[config.mk]
export PLATFORM = sky130hd
export DESIGN_NAME = multichannel_pid_controller_core
export DESIGN_NICKNAME = d
export VERILOG_FILES = /design/src/hw/rtl/mpid_pkg.sv /design/src/hw/rtl/multichannel_pid_controller_core.sv
export SDC_FILE = /design/constraint.sdc
export NUM_CORES = 2
export LEC_CHECK = 0
export BUFFER_PORTS_ARGS = -buffer_cell sky130_fd_sc_hd__buf_4
export CELL_PAD_IN_SITES_DETAIL_PLACEMENT = 0
export CELL_PAD_IN_SITES_GLOBAL_PLACEMENT = 2
export CORE_MARGIN = 5
export CORE_UTILIZATION = 42
export CTS_CLUSTER_DIAMETER = 50
export DETAILED_ROUTE_END_ITERATION = 10
export GPL_ROUTABILITY_DRIVEN = 1
export PLACE_DENSITY = 0.88
export SKIP_LAST_GASP = 1
export SLEW_MARGIN = 25
export SYNTH_ARGS = -nofsm -noshare
export SYNTH_HDL_FRONTEND = slang
export SYNTH_SLANG_ARGS = --single-unit
export TNS_END_PERCENT = 30
[constraint.sdc]
create_clock -name clk -period 28.4 [get_ports clk]
set_input_delay 0 -clock clk [delete_from_list [all_inputs] [get_ports clk]]
set_output_delay 0 -clock clk [all_outputs]
set_load 0.005 [all_outputs]
[src/hw/rtl/mpid_pkg.sv]
// shared types and constants for the multichannel pid controller
package mpid_pkg;

    localparam int CHANNELS       = 3;
    localparam int GAIN_FRAC_BITS = 12;

    localparam int GAIN_W   = 20;
    localparam int GWORD_W  = 3 * GAIN_W;
    localparam int DATA_W   = 16;
    localparam int TIME_W   = 32;
    localparam int PERIOD_W = 16;
    localparam int CH_W     = 2;
    localparam int ACC_W    = 48;
    localparam int ERR_W    = DATA_W + 1;
    localparam int PROD_W   = GAIN_W + 1 + ERR_W;
    localparam int SUM_W    = ACC_W + 3;
    localparam int CH_IDX_W = (CHANNELS > 1) ? $clog2(CHANNELS) : 1;

    localparam int CFG_ADDR_W = 3;
    localparam int CFG_DATA_W = GWORD_W;

    typedef enum logic [CFG_ADDR_W-1:0] {
        REG_AUTO_MODE      = 3'd0,
        REG_REVERSE_ACTION = 3'd1,
        REG_SAMPLE_PERIOD  = 3'd2,
        REG_ACTIVE_CH      = 3'd3,
        REG_GAIN_WORD_0    = 3'd4,
        REG_GAIN_WORD_1    = 3'd5,
        REG_GAIN_WORD_2    = 3'd6
    } cfg_reg_t;

    typedef enum logic [1:0] {
        ST_COMPUTED = 2'd0,
        ST_NOT_DUE  = 2'd1,
        ST_MANUAL   = 2'd2
    } pid_status_t;

    localparam logic signed [DATA_W-1:0] DRIVE_MANUAL  = 16'sd999;
    localparam logic [PERIOD_W-1:0]      PERIOD_RESET  = 16'd10;
    localparam logic [CH_W-1:0]          ACTIVE_RESET  = 2'd3;

    typedef struct packed {
        logic signed [DATA_W-1:0] setpoint;
        logic signed [DATA_W-1:0] measurement;
        logic [TIME_W-1:0]        now_ms;
    } pid_in_t;

    typedef struct packed {
        logic signed [DATA_W-1:0] drive;
        logic [CH_W-1:0]          channel;
        pid_status_t              status;
        logic                     saturated;
    } pid_out_t;

endpackage

[src/hw/rtl/multichannel_pid_controller_core.sv]
// top level of the multichannel pid controller
//
// input channel in_valid/in_ready/in_data carries setpoint, measurement and
// the millisecond time for the channel the round-robin pointer names; each
// input beat gives exactly one output beat on out_valid/out_ready/out_data
// with the drive value, the channel used, a status code and a clip flag.
// an input beat lands in an input register, then combinational logic (three
// 21x17 multiplies, integrator add and clip, truncation and 16-bit clip)
// fills the output register: out_valid rises when the beat moves from the
// input register into the output register, and one beat per cycle is
// sustained while out_ready is high.
// while the receiver stalls, the output register holds its beat and the input
// register can still take one more beat; after that in_ready drops.
// the user must write registers via cfg_we/cfg_addr/cfg_wdata only while idle;
// the block does not enforce it. turning auto mode on clears integrators,
// last measurements and times. reset puts manual mode, period 10, three
// channels, zero gains and zero state, with both pipeline registers empty.
module multichannel_pid_controller_core (
    input  logic                              clk,
    input  logic                              rst_n,
    input  logic                              in_valid,
    output logic                              in_ready,
    input  mpid_pkg::pid_in_t                 in_data,
    output logic                              out_valid,
    input  logic                              out_ready,
    output mpid_pkg::pid_out_t                out_data,
    input  logic                              cfg_we,
    input  logic [mpid_pkg::CFG_ADDR_W-1:0]   cfg_addr,
    input  logic [mpid_pkg::CFG_DATA_W-1:0]   cfg_wdata
);
    import mpid_pkg::*;

    localparam logic signed [SUM_W-1:0] RND_BIAS = SUM_W'((64'd1 << GAIN_FRAC_BITS) - 64'd1);
    localparam logic signed [SUM_W-1:0] DRV_MAX  = SUM_W'(32767);
    localparam logic signed [SUM_W-1:0] DRV_MIN  = -SUM_W'(32768);
    localparam logic [CH_W:0]           CH_LIMIT = (CH_W + 1)'(CHANNELS);

    logic                     auto_reg;
    logic                     reverse_reg;
    logic [PERIOD_W-1:0]      period_reg;
    logic [CH_W-1:0]          active_reg;
    logic [GWORD_W-1:0]       gain_reg [CHANNELS];

    logic signed [ACC_W-1:0]  integ_reg [CHANNELS];
    logic signed [DATA_W-1:0] last_pv_reg [CHANNELS];
    logic [TIME_W-1:0]        last_time_reg [CHANNELS];
    logic [CH_W-1:0]          ptr_reg;

    logic                     in_vld_reg;
    pid_in_t                  in_data_reg;
    logic                     out_vld_reg;
    pid_out_t                 out_data_reg;

    logic                     adv;
    logic                     clear_stores;
    logic [CH_W-1:0]          n_act;
    logic [CH_W-1:0]          ch;
    logic [CH_IDX_W-1:0]      ch_idx;
    logic [CH_W:0]            ch_inc;
    logic [CH_W-1:0]          ptr_next;
    logic                     due;
    logic                     do_calc;
    logic [GAIN_W-1:0]        kp_u, ki_u, kd_u;
    logic signed [GAIN_W:0]   kp_s, ki_s, kd_s;
    logic signed [ERR_W-1:0]  err, dpv;
    logic signed [PROD_W-1:0] p_kp, p_ki, p_kd;
    logic signed [ACC_W:0]    integ_sum;
    logic signed [ACC_W-1:0]  integ_next;
    logic signed [SUM_W-1:0]  sum, q;
    pid_out_t                 res;

    assign adv          = in_vld_reg && (!out_vld_reg || out_ready);
    assign in_ready     = !in_vld_reg || adv;
    assign out_valid    = out_vld_reg;
    assign out_data     = out_data_reg;
    assign clear_stores = cfg_we && (cfg_addr == REG_AUTO_MODE) && cfg_wdata[0] && !auto_reg;

    always_comb
    begin
        if (active_reg == '0)
            n_act = CH_W'(1);
        else if ({1'b0, active_reg} > CH_LIMIT)
            n_act = CH_W'(CHANNELS);
        else
            n_act = active_reg;
        ch       = (ptr_reg >= n_act) ? '0 : ptr_reg;
        ch_idx   = ch[CH_IDX_W-1:0];
        ch_inc   = {1'b0, ch} + (CH_W + 1)'(1);
        ptr_next = (ch_inc >= {1'b0, n_act}) ? '0 : ch_inc[CH_W-1:0];

        due     = (in_data_reg.now_ms - last_time_reg[ch_idx]) >= TIME_W'(period_reg);
        do_calc = auto_reg && due;

        kp_u = gain_reg[ch_idx][GAIN_W-1:0];
        ki_u = gain_reg[ch_idx][2*GAIN_W-1:GAIN_W];
        kd_u = gain_reg[ch_idx][3*GAIN_W-1:2*GAIN_W];
        kp_s = reverse_reg ? -$signed({1'b0, kp_u}) : $signed({1'b0, kp_u});
        ki_s = reverse_reg ? -$signed({1'b0, ki_u}) : $signed({1'b0, ki_u});
        kd_s = reverse_reg ? -$signed({1'b0, kd_u}) : $signed({1'b0, kd_u});

        err  = ERR_W'(in_data_reg.setpoint) - ERR_W'(in_data_reg.measurement);
        dpv  = ERR_W'(in_data_reg.measurement) - ERR_W'(last_pv_reg[ch_idx]);
        p_kp = PROD_W'(kp_s) * PROD_W'(err);
        p_ki = PROD_W'(ki_s) * PROD_W'(err);
        p_kd = PROD_W'(kd_s) * PROD_W'(dpv);

        integ_sum = (ACC_W + 1)'(integ_reg[ch_idx]) + (ACC_W + 1)'(p_ki);
        if (integ_sum[ACC_W] != integ_sum[ACC_W-1])
            integ_next = integ_sum[ACC_W] ? {1'b1, {(ACC_W-1){1'b0}}}
                                          : {1'b0, {(ACC_W-1){1'b1}}};
        else
            integ_next = integ_sum[ACC_W-1:0];

        sum = SUM_W'(p_kp) + SUM_W'(integ_next) - SUM_W'(p_kd);
        q   = $signed(sum + (sum[SUM_W-1] ? RND_BIAS : '0)) >>> GAIN_FRAC_BITS;

        res.channel   = ch;
        res.saturated = 1'b0;
        if (!auto_reg)
        begin
            res.drive  = DRIVE_MANUAL;
            res.status = ST_MANUAL;
        end
        else if (!due)
        begin
            res.drive  = '0;
            res.status = ST_NOT_DUE;
        end
        else
        begin
            res.status = ST_COMPUTED;
            if (q > DRV_MAX)
            begin
                res.drive     = DRV_MAX[DATA_W-1:0];
                res.saturated = 1'b1;
            end
            else if (q < DRV_MIN)
            begin
                res.drive     = DRV_MIN[DATA_W-1:0];
                res.saturated = 1'b1;
            end
            else
                res.drive = q[DATA_W-1:0];
        end
    end

    // configuration registers
    always_ff @(posedge clk or negedge rst_n)
    begin
        if (!rst_n)
        begin
            auto_reg    <= 1'b0;
            reverse_reg <= 1'b0;
            period_reg  <= PERIOD_RESET;
            active_reg  <= ACTIVE_RESET;
            for (int i = 0; i < CHANNELS; i++)
                gain_reg[i] <= '0;
        end
        else if (cfg_we)
        begin
            case (cfg_addr)
                REG_AUTO_MODE:      auto_reg    <= cfg_wdata[0];
                REG_REVERSE_ACTION: reverse_reg <= cfg_wdata[0];
                REG_SAMPLE_PERIOD:  period_reg  <= cfg_wdata[PERIOD_W-1:0];
                REG_ACTIVE_CH:      active_reg  <= cfg_wdata[CH_W-1:0];
                default:
                begin
                    for (int i = 0; i < CHANNELS; i++)
                        if (cfg_addr == REG_GAIN_WORD_0 + CFG_ADDR_W'(i))
                            gain_reg[i] <= cfg_wdata;
                end
            endcase
        end
    end

    // per-channel controller state
    always_ff @(posedge clk or negedge rst_n)
    begin
        if (!rst_n)
        begin
            ptr_reg <= '0;
            for (int i = 0; i < CHANNELS; i++)
            begin
                integ_reg[i]     <= '0;
                last_pv_reg[i]   <= '0;
                last_time_reg[i] <= '0;
            end
        end
        else if (clear_stores)
        begin
            for (int i = 0; i < CHANNELS; i++)
            begin
                integ_reg[i]     <= '0;
                last_pv_reg[i]   <= '0;
                last_time_reg[i] <= '0;
            end
        end
        else if (adv)
        begin
            if (do_calc)
            begin
                ptr_reg                <= ptr_next;
                integ_reg[ch_idx]      <= integ_next;
                last_pv_reg[ch_idx]    <= in_data_reg.measurement;
                last_time_reg[ch_idx]  <= in_data_reg.now_ms;
            end
            else
                ptr_reg <= ch;
        end
    end

    // pipeline valid bits
    always_ff @(posedge clk or negedge rst_n)
    begin
        if (!rst_n)
        begin
            in_vld_reg  <= 1'b0;
            out_vld_reg <= 1'b0;
        end
        else
        begin
            if (in_ready)
                in_vld_reg <= in_valid;
            if (adv)
                out_vld_reg <= 1'b1;
            else if (out_ready)
                out_vld_reg <= 1'b0;
        end
    end

    // pipeline payload
    always_ff @(posedge clk)
    begin
        if (in_valid && in_ready)
            in_data_reg <= in_data;
        if (adv)
            out_data_reg <= res;
    end

    a_sat_only_computed: assert property (@(posedge clk) disable iff (!rst_n)
        out_vld_reg && out_data_reg.status != ST_COMPUTED |-> !out_data_reg.saturated)
        else $error("clip flag set on a beat that was not computed");

    a_manual_drive: assert property (@(posedge clk) disable iff (!rst_n)
        out_vld_reg && out_data_reg.status == ST_MANUAL |-> out_data_reg.drive == DRIVE_MANUAL)
        else $error("manual beat with wrong drive");

    a_ptr_advance: assert property (@(posedge clk) disable iff (!rst_n)
        adv && do_calc && !clear_stores |=> ptr_reg == $past(ptr_next))
        else $error("pointer did not advance after a computed beat");

    a_out_channel: assert property (@(posedge clk) disable iff (!rst_n)
        adv |=> out_vld_reg && out_data_reg.channel == $past(ch))
        else $error("output beat carries wrong channel");

endmodule
==> out/metrics.csv <==
metric;value;unit
run status;complete, no violations;
layout cells sized above 1;8.66;%
CP max stage cell;a21boi_0;
Seq/Total Area, Yosys;18.9;%
Final Setup Violations;0;
Port Buf Inserts;154;
Final ANT Viol Nets;0;
top cell type by total area after synthesis;fa_1;
fin util;47.4;%
routability cong.;0.989;
post-layout min period;26.67;ns
clock sink count;577;
Setup TNS Final;0;ns
# rows;158;
largest net degree at the start of global routing;101;
FF-to-FF End;out_data[12];
Mapped Cells;8592;
Worst Setup End Kind;flop;
first-pass GRT wire length;401000;um
via count;61500;
max frequency;0.0375;GHz
Filler cells;17700;
Die H;443;um
io pins;155;
top layer used by detailed routing;met5;
Remaining DRCs;0;
nets;10800;
Worst Path Required;28.82;ns
MaxCap Viol Count;0;
area of the multi-input gates;56600;um2
worst r2r src;ptr_reg[0];
Metal-1 WL;108000;um
vias in the first global route;65200;
top_reg_cell synth;dfrtp_1;
Worst Skew;0.0477;ns
max FFs per register;180;
Starting Density;42.3;%
TritonCTS Buffers;77;
P&R area growth vs syn;12.0;%
Tot GR Track Use;26.6;%
kind of critical path;flop to flop;
Total Wirelength;258000;um
Ys Warns;0;
total congestion overflow;0;
Worst-path clk slew;0.06;ns
die area;196000;um2
WL/cell;22.7;um
met3 wire len;17200;um
RSZ-0062 raised after global routing;no;
drt first pass iters;6;
Final Hold Fails;0;
drt initial violations;4673;
Mean Syn Cell Area;9.15;um2
Net Count, Synth;10600;
hpwl dp;203000;um
Critical Path Max Stage Delay;0.68;ns
final period utilization;93.9;%
Reg area;14900;um2
Core ar.;186000;um2
Clk Tree Root Cell;clkbuf_16;
dominant cells by area after synthesis;fa_1 36%, dfrtp_1 16%, inv_1 8.1%, ha_1 6.7%, nand2_1 5.7%;
worst reg-to-reg path cell count;87;
Slew Limit Fails;0;
CTS tree;built;
synthesized flop and latch total;577;
Max-Slew Margin vs Limit;24.8;%
CP arrival;27.09;ns
HP Class;input port to asynchronous set/reset pin;
Synth async-reset ratio;85.3;%
CTS max path bufs;3;
flop2flop setup slack;1.73;ns
number of setup buffers added after CTS;0;
worst-margin pin slew;1.12;ns
met2 wire length;120000;um
crit path max fanout;70;
Skew-Pair Late Insertion Delay;0.72;ns
initial antenna violation count;6;
Cell Area, Synth;78600;um2
CTS H-tree lvls;3;
area share of the largest cell type after synthesis;36.1;%
library cells used by synthesis;91;
most frequent CP cell;inv_1;
die width;443;um
via density per instance;5.41;
Post-synth EDFFs;85;
crit start category;flop;
## layer usage
metal / track usage (%) / vias to the layer above
met5: 0 / -
met4: 10.7 / 6
met3: 3.88 / 434
met2: 42.9 / 2120
met1: 36.2 / 31800
li1: - / 27200
## final cells by class
cell class | count | share of cell area, %
Antenna cell | 3 | 0.00852
Inverter | 1698 | 7.25
Multi-Input combinational cell | 5951 | 64.3
Tap cell | 2480 | 3.52
Clock buffer | 99 | 2.35
Sequential cell | 577 | 16.9
Timing Repair Buffer | 511 | 5.02
Clock inverter | 43 | 0.665
## cell usage after synthesis, drive strengths merged, types with 8 or more instances
cell     instances
inv           1697
fa            1417
nand2         1193
nor2           628
dfrtp          488
ha             424
a21oi          355
nand3          335
o21ai          306
clkbuf         301
mux2           188
a31oi          181
xnor2          168
xor2            93
edfxtp          85
and2            77
nand2b          76
buf             63
a21o            59
nor3            44
nor2b           35
and3            27
o21bai          24
a211oi          23
or3             23
o21a            22
or2             22
nand4           20
o211ai          17
o31ai           15
a2111oi         14
mux2i           14
nor4            12
a21boi          10
o2111ai         10
o41ai            9
nand4b           8
## critical path, delay by kind of cell (launching register included)
kind                       cells  cell delay [ns]
adders and majority gates     19             8.53
xor gates and xnor gates       1             0.11
and+or+nand+nor               27             7.90
AOI/OAI and AO/OA             22             6.44
buffers and inverters         18             2.79
DFF                            1             0.49
## repair_timing
action / in CTS / in global routing
gates resized for setup: 0 / 0
hold endpoints to repair: 376 / 0
hold buffers: 201 / 0
setup endpoints to repair: 0 / 0
## cells in the final DEF (no fill, tap or decap), drive strengths merged, types with 22 or more instances in the layout
master / Yosys / layout
a21oi: 355 / 355
nor2: 628 / 628
and2: 77 / 77
clkbuf: 301 / 99
inv: 1697 / 1711
mux2: 188 / 188
or3: 23 / 23
a211oi: 23 / 23
nor3: 44 / 44
a21o: 59 / 59
fa: 1417 / 1417
dfrtp: 488 / 488
nor2b: 35 / 35
nand3: 335 / 335
ha: 424 / 424
a31oi: 181 / 181
nand2: 1193 / 1193
o21bai: 24 / 24
and3: 27 / 27
o21ai: 306 / 306
xnor2: 168 / 168
or2: 22 / 22
nand2b: 76 / 76
buf: 63 / 311
dlygate4sd3: 1 / 200
o21a: 22 / 22
xor2: 93 / 93
edfxtp: 85 / 85
## cells by family after synthesis
kind of cell,Yosys count,share of synthesized area [%]
AOI/OAI and AO/OA,1116,8.55
xor gates and xnor gates,261,2.91
adders and majority gates,1841,42.8
buffers and inverters,2064,10.0
DFF,577,18.9
muxes,202,2.87
and+or+nand+nor,2531,13.9
## metrics by stage
stage | cells | hold slack [ns] | area [um2] | setup WS, ns
after floorplan | 8592 | -0.296 | 78600 | 4.48
after global placement | 11000 | 0.0781 | 83100 | 2.07
after detailed placement | 11000 | 0.0876 | 83300 | 1.90
after CTS | 11400 | 0.0000392 | 87900 | 1.82
after global routing | 11400 | 0.0266 | 88100 | 0.414
final | 11400 | 0.0225 | 88100 | 1.73
## worst max-delay path by stage
stage,start,to,depth (start not counted)
finish,ptr_reg[0],out_data[12],87
global route,ptr_reg[0],out_data[10],87
CTS,ptr_reg[0],out_data[6],87
detailed placement,ptr_reg[0],out_data[6],87
global placement,ptr_reg[0],out_data[6],87
floorplan,ptr_reg[0],out_data[10],94
Power is left out: the tool's default activity adds up to more than one toggle a clock period on the data nets, which glitch-free logic cannot reach.
